==> config.mk <==
export PLATFORM = sky130hd
export DESIGN_NAME = header_length_frame_receiver
export DESIGN_NICKNAME = d
export VERILOG_FILES = /design/src/hdl/hlfr_pkg.sv /design/src/hdl/header_length_frame_receiver.sv /design/src/hdl/hlfr_parser.sv /design/src/hdl/hlfr_out_stage.sv
export SDC_FILE = /design/constraint.sdc
export NUM_CORES = 1
export LEC_CHECK = 0
export ABC_AREA = 1
export BUFFER_PORTS_ARGS = -buffer_cell sky130_fd_sc_hd__buf_4
export CAP_MARGIN = 20
export CORE_MARGIN = 1
export CORE_UTILIZATION = 58
export DETAILED_ROUTE_END_ITERATION = 8
export PLACE_DENSITY = 0.8
export REMOVE_ABC_BUFFERS = 1
export SYNTH_ARGS = -nofsm -noshare
export SYNTH_HDL_FRONTEND = slang
export SYNTH_SLANG_ARGS = --single-unit
==> constraint.sdc <==
create_clock -name clk -period 3.6 [get_ports clk]
set_input_delay 0.36 -clock clk [delete_from_list [all_inputs] [get_ports clk]]
set_output_delay 0.36 -clock clk [all_outputs]
set_load 0.05 [all_outputs]
==> src/hdl/hlfr_pkg.sv <==
// Shared types and constants of the header/length frame receiver.
// Used by the parser, the output stage and the top level; no dependencies.
`default_nettype none

package hlfr_pkg;

	localparam int unsigned BYTE_W = 8;
	localparam logic [BYTE_W-1:0] HEADER_RESET = 8'hAA;

	typedef enum logic [1:0] {
		KIND_CMD  = 2'd0,
		KIND_LEN  = 2'd1,
		KIND_DATA = 2'd2,
		KIND_END  = 2'd3
	} kind_t;

	typedef struct packed {
		kind_t             kind;
		logic [BYTE_W-1:0] value;
		logic [BYTE_W-1:0] data_index;
		logic              frame_ok;
		logic              last;
	} result_t;

endpackage

`default_nettype wire

==> src/hdl/header_length_frame_receiver.sv <==
// Header/length frame receiver top level: configuration register, parser and
// output register. Depends on hlfr_pkg, hlfr_parser and hlfr_out_stage.
//
// Takes one received byte per transfer on the slave side and deframes frames of
// HEADER_LEN header bytes (each equal to the header register), a command byte, a
// length byte L, L data bytes and a check byte. Header bytes give no output; a
// wrong header byte is dropped and the parser waits for a new header. Command,
// length and data bytes are forwarded with their kind in m_tuser and, for data,
// their payload index. The check byte gives a frame-end transfer with m_tlast
// high and frame_ok set when it equals the 8-bit sum of all earlier frame bytes,
// header included. Each byte passes through the input register and the output
// register, and one byte is taken every cycle while the master side keeps
// m_tready high. The header register resets to 0xAA and should only be written
// while no frame is in flight.
`default_nettype none

module header_length_frame_receiver #(
	parameter int unsigned HEADER_LEN = 2
) (
	input  wire         clk,
	input  wire         arst_n,
	input  wire         cfg_valid,
	output logic        cfg_ready,
	input  wire  [7:0]  cfg_data,   // header_byte
	input  wire         s_tvalid,
	output logic        s_tready,
	input  wire  [7:0]  s_tdata,    // rx_byte
	output logic        m_tvalid,
	input  wire         m_tready,
	output logic [23:0] m_tdata,    // value [7:0], data_index [15:8], frame_ok [16], zero fill
	output logic [1:0]  m_tuser,    // kind
	output logic        m_tlast     // frame end
);
	import hlfr_pkg::*;

	logic [BYTE_W-1:0] header_q;
	logic              res_valid;
	logic              res_ready;
	result_t           res;
	result_t           out_res;

	assign cfg_ready = 1'b1;

	always_ff @(posedge clk or negedge arst_n) begin
		if (!arst_n) begin
			header_q <= HEADER_RESET;
		end else if (cfg_valid) begin
			header_q <= cfg_data;
		end
	end

	hlfr_parser #(
		.HEADER_LEN(HEADER_LEN)
	) u_parser (
		.clk        (clk),
		.arst_n     (arst_n),
		.in_valid   (s_tvalid),
		.in_ready   (s_tready),
		.in_byte    (s_tdata),
		.header_byte(header_q),
		.res_valid  (res_valid),
		.res_ready  (res_ready),
		.res        (res)
	);

	hlfr_out_stage u_out (
		.clk      (clk),
		.arst_n   (arst_n),
		.in_valid (res_valid),
		.in_ready (res_ready),
		.in_res   (res),
		.out_valid(m_tvalid),
		.out_ready(m_tready),
		.out_res  (out_res)
	);

	assign m_tdata = {7'd0, out_res.frame_ok, out_res.data_index, out_res.value};
	assign m_tuser = out_res.kind;
	assign m_tlast = out_res.last;

endmodule

`default_nettype wire

==> src/hdl/hlfr_parser.sv <==
// Frame parser: input byte register, frame position/length/sum state and the
// decode of one byte into at most one result. Depends on hlfr_pkg.
`default_nettype none

module hlfr_parser #(
	parameter int unsigned HEADER_LEN = 2
) (
	input  wire                       clk,
	input  wire                       arst_n,
	input  wire                       in_valid,
	output logic                      in_ready,
	input  wire  [hlfr_pkg::BYTE_W-1:0] in_byte,
	input  wire  [hlfr_pkg::BYTE_W-1:0] header_byte,
	output logic                      res_valid,
	input  wire                       res_ready,
	output hlfr_pkg::result_t         res
);
	import hlfr_pkg::*;

	// Highest position is the check byte after a full 255-byte payload.
	localparam int unsigned POS_W = $clog2(HEADER_LEN + 258);
	localparam logic [POS_W-1:0] CMD_POS  = POS_W'(HEADER_LEN);
	localparam logic [POS_W-1:0] LEN_POS  = POS_W'(HEADER_LEN + 1);
	localparam logic [POS_W-1:0] DATA_POS = POS_W'(HEADER_LEN + 2);

	logic              valid_s1;
	logic [BYTE_W-1:0] byte_s1;
	logic [POS_W-1:0]  pos_q, pos_d;
	logic [BYTE_W-1:0] len_q, len_d;
	logic [BYTE_W-1:0] sum_q, sum_d;
	logic [POS_W-1:0]  data_end;
	logic [POS_W-1:0]  data_off;
	logic              has_res;
	logic              fire;

	assign data_end = DATA_POS + POS_W'(len_q);
	assign data_off = pos_q - DATA_POS;

	always_comb begin
		pos_d          = pos_q + POS_W'(1);
		len_d          = len_q;
		sum_d          = sum_q + byte_s1;
		has_res        = 1'b1;
		res.kind       = KIND_DATA;
		res.value      = byte_s1;
		res.data_index = '0;
		res.frame_ok   = 1'b0;
		res.last       = 1'b0;
		if (pos_q < CMD_POS) begin
			has_res = 1'b0;
			// A mismatching header byte is dropped and the frame starts over.
			if (byte_s1 != header_byte) begin
				pos_d = '0;
				len_d = '0;
				sum_d = '0;
			end else if (pos_q == '0) begin
				sum_d = byte_s1;
			end
		end else if (pos_q == CMD_POS) begin
			res.kind = KIND_CMD;
		end else if (pos_q == LEN_POS) begin
			res.kind = KIND_LEN;
			len_d    = byte_s1;
		end else if (pos_q < data_end) begin
			res.kind       = KIND_DATA;
			res.data_index = data_off[BYTE_W-1:0];
		end else begin
			res.kind     = KIND_END;
			res.frame_ok = (byte_s1 == sum_q);
			res.last     = 1'b1;
			pos_d        = '0;
			len_d        = '0;
			sum_d        = '0;
		end
	end

	assign fire      = valid_s1 && (res_ready || !has_res);
	assign in_ready  = !valid_s1 || res_ready || !has_res;
	assign res_valid = valid_s1 && has_res;

	always_ff @(posedge clk or negedge arst_n) begin
		if (!arst_n) begin
			valid_s1 <= 1'b0;
			pos_q    <= '0;
			len_q    <= '0;
			sum_q    <= '0;
		end else begin
			if (in_ready) begin
				valid_s1 <= in_valid;
			end
			if (fire) begin
				pos_q <= pos_d;
				len_q <= len_d;
				sum_q <= sum_d;
			end
		end
	end

	always_ff @(posedge clk) begin
		if (in_ready && in_valid) begin
			byte_s1 <= in_byte;
		end
	end

	a_pos_bound: assert property (@(posedge clk) disable iff (!arst_n)
		(pos_q > LEN_POS) |-> (pos_q <= data_end))
		else $error("frame position ran past the check byte");

	a_sum_clear: assert property (@(posedge clk) disable iff (!arst_n)
		(pos_q == '0) |-> (sum_q == '0 && len_q == '0))
		else $error("frame state not cleared at frame start");

	a_end_restart: assert property (@(posedge clk) disable iff (!arst_n)
		(fire && res.last) |=> (pos_q == '0))
		else $error("parser did not return to frame start after check byte");

	a_hdr_silent: assert property (@(posedge clk) disable iff (!arst_n)
		(valid_s1 && pos_q < CMD_POS) |-> !res_valid)
		else $error("header byte produced a result");

endmodule

`default_nettype wire

==> src/hdl/hlfr_out_stage.sv <==
// Output register of the frame receiver: holds one result until the master
// side takes it, and loads a new one in the same cycle. Depends on hlfr_pkg.
`default_nettype none

module hlfr_out_stage (
	input  wire                clk,
	input  wire                arst_n,
	input  wire                in_valid,
	output logic               in_ready,
	input  hlfr_pkg::result_t  in_res,
	output logic               out_valid,
	input  wire                out_ready,
	output hlfr_pkg::result_t  out_res
);
	import hlfr_pkg::*;

	logic    valid_q;
	result_t res_q;

	assign in_ready  = !valid_q || out_ready;
	assign out_valid = valid_q;
	assign out_res   = res_q;

	always_ff @(posedge clk or negedge arst_n) begin
		if (!arst_n) begin
			valid_q <= 1'b0;
		end else if (in_ready) begin
			valid_q <= in_valid;
		end
	end

	always_ff @(posedge clk) begin
		if (in_ready && in_valid) begin
			res_q <= in_res;
		end
	end

	a_last_kind: assert property (@(posedge clk) disable iff (!arst_n)
		valid_q |-> (res_q.last == (res_q.kind == KIND_END)))
		else $error("last flag disagrees with result kind");

	a_ok_only_end: assert property (@(posedge clk) disable iff (!arst_n)
		(valid_q && res_q.frame_ok) |-> res_q.last)
		else $error("frame_ok set on a result that is not a frame end");

	a_index_data: assert property (@(posedge clk) disable iff (!arst_n)
		(valid_q && res_q.kind != KIND_DATA) |-> (res_q.data_index == '0))
		else $error("data index set on a result that is not a data byte");

endmodule

`default_nettype wire
==> out/metrics.cfg, run 1 <==
[status]
status = finished clean

[global_route]
grt_pass1_wl_mm = 13.7
grt_util_all_layers_pct = 25.1
overflow = 0
grt_pass1_vias = 2946
grt_max_degree = 36
grt_antenna_before_repair = 0

[floorplan]
die_area_sq_um = 6880
core_sq_um = 6350
die_w_microns = 83.0
initial_core_util_pct = 59.9
std_cell_rows = 29
die_y_microns = 83.0
io_pins = 51

[clock_network]
cts_hold_buf = 1
cts.sinks = 63
clockBufferDepth = 2
cts_buffers = 9
htreeDepth = 3
clock_latency_ps = 340
path_clk_slew_ps = 70
cts_tree = built
cts_setup_buffers = 0
cts-root-buf = clkbuf_8
cts_resized = 0

[final_layout]
antenna_cells = 0
area_growth_pct = 13.7
layout.nets = 532
final_cells = 570
fin_util_pct = 68.1
layout-drive-gt1-share_pct = 18.1

[route]
wl_met1_mm = 3.45
wl_met3_microns = 542
wl_met2_mm = 3.86
ant_nets = 0
drt-initial-drc-count = 277
highest_layer = met4
dr.pass1.iters = 4
via_count = 3063
vias_per_cell = 5.37
drc = 0
wl_per_cell_microns = 14.1
routed_wl_mm = 8.03

[timing]
setup_tns_ps = 0
post-route-period-util_pct = 69.0
max_freq_mhz = 403
hold_viol_final = 0
slew_headroom_pct = 53.9
worstMarginPinSlew_ps = 688
fin_skew_ps = 9.66
slew_violations = 0
rsz0062_at_grt = false
post-route-min-period_ps = 2480
setup-violations-final = 0

[worst_setup_path]
rrSetupSlack_ps = 1120
criticalPathCategory = flop to flop
slowest_stage = dfrtp_1
worstPathArrival_ps = 2760
endpoint = u_parser.pos_q[4]
path_max_fanout = 6
path_depth = 12
crit_path_start_kind = flop
timing.critical_path.buf_inv = 1
setup.worst_path.start = u_parser.len_q[2]
reg2regPathDepth = 12
crit_chain = ha_1, nand3_1, nand3b_1, ha_1, nand2_1, inv_1, a21oi_1, nand3_1, nand2_2, nand2_1, and2_4, nor2_1
cp.required_ps = 3880
cp_top_family = simple AND/OR/NAND/NOR gates
worstReg2RegStart = u_parser.len_q[2]
worst_setup_path_end_kind = flop
max_stage_delay_ps = 390
r2r_end = u_parser.pos_q[4]

[power]
p_clk_share_pct = 16.9
p_per_area_nw_per_um2 = 832
p_sw_mw = 1.70
switching_share_pct = 47.3
pwr-share-seq_pct = 31.8
vdd_ir_drop_max_mv = 0.632
p_leak_nw = 2.22
p_comb_share_pct = 51.2
power.internal_mw = 1.90

[logic_synthesis]
syn-instance-count = 443
async_flop_share_pct = 55.6
ys_types = 36
yosysWarnings = 0
syn_area_sq_um = 3800
syn_avg_cell_area_sq_um = 8.58
ys_seq_area_share_pct = 45.3
ys.flop_type = dfrtp_1
synth_edf_count = 28
synth-seq-cells = 63

[place]
dp_hpwl_mm = 5.87
port_buffers = 42
gp_congestion = 0.920
placedCellCount = 553

[hold_path]
hp-class = input port to flop

[run]
maxCapViolCount = 0

-- kinds of logic (layout without fill, tap and decap cells) --
logic type / after synthesis / in the layout / share of synthesized area [%]
mux: 4 / 4 / 1.18
simple gates: 234 / 234 / 28.1
other cells: 2 / 8 / 0.198
flops: 63 / 63 / 45.3
compound gates: 28 / 28 / 4.05
fa+ha+maj: 23 / 23 / 7.77
xor+xnor: 21 / 21 / 4.84
buf+inv: 68 / 112 / 8.59
-- final cells by class --
| type | instances | area (sq um) |
|---|---|---|
| clock buffers | 12 | 145 |
| clock inverters | 4 | 45.0 |
| fillers | 500 | 2030 |
| inverters | 52 | 200 |
| multi-input cells | 318 | 1780 |
| flip-flops and latches | 63 | 1720 |
| well taps | 77 | 96.3 |
| repair buffers | 44 | 333 |
-- per-layer routing --
| layer | GRT usage, % | vias up |
|---|---|---|
| met3 | 4.27 | 15 |
| li1 | - | 1504 |
| met2 | 39.6 | 123 |
| met4 | 11.8 | 0 |
| met5 | 0 | - |
| met1 | 34.1 | 1421 |
-- stage by stage --
stage	total power, mW	setup slack (ps)	hold slack (ps)	instance area, sq um
3_5_place_dp	2.96	1150	346	4120
5_1_grt	3.85	888	181	4320
3_3_place_gp	2.93	1300	345	4120
2_1_floorplan	2.50	1000	64.4	3700
6_report	3.60	1120	190	4320
4_1_cts	3.58	1120	191	4320
-- worst reg2reg max path: stages (launching register included) --
cell and delay, ps:
dfrtp_1 390, ha_1 220, nand3_1 120, nand3b_1 190
ha_1 300, nand2_1 90, inv_1 40, a21oi_1 180
nand3_1 230, nand2_2 180, nand2_1 150, and2_4 220
nor2_1 100
-- synth_stat cells (2+ instances only) --
cell      instances  area share (%)
a21oi_1          12             1.6
buf_2             2            0.26
buf_4             9             1.8
buf_6             4             1.2
conb_1            2            0.20
dfrtp_1          31              20
dfstp_2           4             2.8
edfxtp_1         28              22
ha_1             22             7.2
inv_1            51             5.0
mux2_2            4             1.2
nand2_1         127              13
nand2_2           7             1.2
nand3_1          30             3.9
nand3b_1          3            0.59
nand4_1          14             2.3
nor2_1           34             3.4
nor2_2            5            0.82
nor2_4            5             1.5
nor3_1            3            0.39
o21ai_0           9             1.2
o31ai_1           3            0.59
or2_2             2            0.33
xnor2_1           8             1.8
xor2_1           13             3.0
-- how the worst min path moves through the flow --
stage	from	endpoint	slack (ps)	depth (start not counted)
2_1_floorplan	arst_n	header_q[0]	60	0
3_3_place_gp	arst_n	u_parser.len_q[2]	350	1
3_5_place_dp	arst_n	u_parser.len_q[2]	350	1
4_1_cts	s_tdata[6]	u_parser.byte_s1[6]	190	1
5_1_grt	s_tdata[6]	u_parser.byte_s1[6]	180	1
6_report	s_tdata[6]	u_parser.byte_s1[6]	190	1
-- power by group through the flow --
stage          combinational, mW  clock [mW]  sequential (mW)
2_1_floorplan               1.03           0             1.47
3_3_place_gp                1.78           0             1.15
3_5_place_dp                1.81           0             1.15
4_1_cts                     1.83       0.610             1.14
5_1_grt                     2.04       0.645             1.16
6_report                    1.84       0.610             1.14
-- registers in the layout, indices dropped and copies added, names as in the netlist --
signal and count:
header_q 8, u_out.out_res 20, u_out.out_valid 1, u_parser.byte_s1 8, u_parser.len_q 8, u_parser.pos_q 9
u_parser.sum_q 8, u_parser.valid_s1 1
-- cells in the final DEF, fill, tap and decap left out, types with 3 or more instances in the layout --
cell / synthesis / layout
buf_4: 9 / 43
o21ai_0: 9 / 9
nand3_1: 30 / 30
clkinv_2: 0 / 3
ha_1: 22 / 22
xor2_1: 13 / 13
clkbuf_8: 0 / 10
nor2_4: 5 / 5
edfxtp_1: 28 / 28
nor2_1: 34 / 34
xnor2_1: 8 / 8
dfstp_2: 4 / 4
mux2_2: 4 / 4
o31ai_1: 3 / 3
inv_1: 51 / 51
nand4_1: 14 / 14
nand2_2: 7 / 7
nand3b_1: 3 / 3
nor2_2: 5 / 5
conb_1: 2 / 8
nand2_1: 127 / 127
a21oi_1: 12 / 12
dfrtp_1: 31 / 31
Note: power is estimated with default switching activity, not from simulation.
==> run 2, diff against run 1 <==
- CORE_UTILIZATION: 58 -> 52
- PLACE_DENSITY: 0.8 -> 0.76
- clock period: 3.6 -> 2.01 ns (I/O delays scaled with it)
==> run 2 against run 1 <==
Net effect:
- the run now ends with setup timing left
- register-to-register slack worse by 1300 ps
- count of clock-buffer cells in the layout down 2
- highest routed layer unchanged
- sequential cell count unchanged
- maximum frequency up 12%
- largest cell class unchanged
- sequential power up 81%
- non-clock buffer count up 24
==> out/metrics.cfg, run 2 (synthesized netlist as in run 1, its figures left out) <==
[worst_setup_path]
worstPathArrival_ps = 2470
rrSetupSlack_ps = -200
criticalPathCategory = flop to flop
cp.required_ps = 2270
crit_path_start_kind = flop
path_max_fanout = 4
worst_setup_path_end_kind = flop

[route]
drt-initial-drc-count = 276
drc = 0
via_count = 3276
vias_per_cell = 5.34
ant_nets = 0
wl_per_cell_microns = 15.0
routed_wl_mm = 9.23
dr.pass1.iters = 5

[timing]
slew_violations = 0
rsz0062_at_grt = true
fin_hold_ws_ps = 29.3
setup_tns_ps = -4630
max_freq_mhz = 453
fin_skew_ps = 12.5
hold_viol_final = 0
post-route-min-period_ps = 2210
fin_ws_ps = -198
setup-violations-final = 36
post-route-period-util_pct = 110

[power]
p_leak_nw = 2.37
vdd_ir_drop_max_mv = 0.657
power_mw = 7.30
p_per_area_nw_per_um2 = 1540

[floorplan]
die_w_microns = 87.5
die_y_microns = 87.5
initial_core_util_pct = 54.8
std_cell_rows = 30
core_sq_um = 6940
die_area_sq_um = 7660
io_pins = 51

[final_layout]
multi_input_comb_area_sq_um = 1970
largest_register_ffs = 20
fill_cells = 532
area_growth_pct = 24.6
layout_common_cells = nand2_1 (112), buf_4 (64), inv_1 (50), dfrtp_1 (30), nor2_1 (29)
layout_commonest_cell = nand2_1
antenna_cells = 0
layout-drive-gt1-share_pct = 29.2
final_area_sq_um = 4740
seq_area_sq_um = 1720
layout.nets = 557

[global_route]
grt_max_degree = 36
grt_pass1_wl_mm = 14.8
grt_pass1_vias = 3219
grt_antenna_before_repair = 0
grt_util_all_layers_pct = 25.6
overflow = 0

[clock_network]
cts-root-buf = clkbuf_8
cts_buffers = 9
path_clk_slew_ps = 80
htreeDepth = 3
cts_tree = built
clock_latency_ps = 350
clockBufferDepth = 2
cts.sinks = 63

[place]
pre_cts_ws_ps = -318
dp_hpwl_mm = 6.46
gp_congestion = 0.860
placed_area_sq_um = 4320
port_buffers = 42

[run]
maxCapViolCount = 0

[status]
status = finished with violations
violations = setup timing

[hold_path]
hp-class = input port to flop

==> run 2: changes by cell type in the layout (fill, tap and decap cells not counted), sizes merged <==
| cell | delta |
|---|---|
| buf | +24 |
| clkbuf | -2 |
| clkinv | +1 |
| clkinvlp | +1 |
| nand2 | +1 |
==> run 2: timing repair <==
item | 4_1_cts | 5_1_grt
hold buffers | 1 | 0
cloned | 1 | 0
buffers inserted | 1 | 1
endpoints found under the hold margin | 31 | 0
endpoints found under the setup margin | 36 | 37
resized for setup | 23 | 25
pin swaps | 11 | 8
==> run 2: metrics by stage <==
step	instances	utilization, %
after floorplan	433	-
after global placement	594	62.3
after detailed placement	594	62.3
after CTS	613	66.8
after global routing	614	68.3
final	614	68.3
==> run 2: cell type report <==
| class | instances | area share (%) |
|---|---|---|
| sequential | 63 | 36.4 |
| tap | 96 | 2.53 |
| multi-input combinational | 319 | 41.7 |
| clock buffer | 10 | 2.69 |
| timing repair buffer | 68 | 11.2 |
| inverter | 52 | 4.22 |
| clock inverter | 6 | 1.29 |
==> run 2: report_power, final <==
part	total, mW	switching, mW	internal, mW	leakage [nW]
clock network	1.09	0.525	0.569	0.0960
logic	4.15	2.73	1.42	1.56
registers	2.06	0.247	1.81	0.714
==> run 2: final timing paths <==
kind | startpoint | to | cells after the start
max | u_parser.len_q[3] | u_parser.pos_q[5] | 11
min | s_tdata[7] | u_parser.byte_s1[7] | 1
max reg2reg | u_parser.len_q[3] | u_parser.pos_q[5] | 11
min reg2reg | u_parser.sum_q[5] | u_parser.sum_q[5] | 2
max in group asynchronous | arst_n | header_q[1] | 2
min in group asynchronous | arst_n | u_parser.pos_q[6] | 2
==> run 2: worst max-delay path: stages (launching register included) <==
cell	delay, ps
dfrtp_1	390
ha_2	220
nand3_2	100
xor2_1	160
ha_1	320
nand2_1	70
nand2_1	50
a21oi_2	180
nand3_2	140
buf_4	160
buf_6	130
o31ai_4	210
==> run 2: metal layers <==
| metal | GRT usage (%) | wire, microns | up-vias | share of wire, % |
|---|---|---|---|---|
| met1 | 32.9 | 3870 | 1530 | 42 |
| met3 | 4.55 | 620 | 27 | 6.7 |
| li1 | - | - | 1561 | - |
| met4 | 12.7 | 207 | 0 | 2.2 |
| met2 | 42.0 | 4530 | 158 | 49 |
| met5 | 0 | 0 | - | 0 |
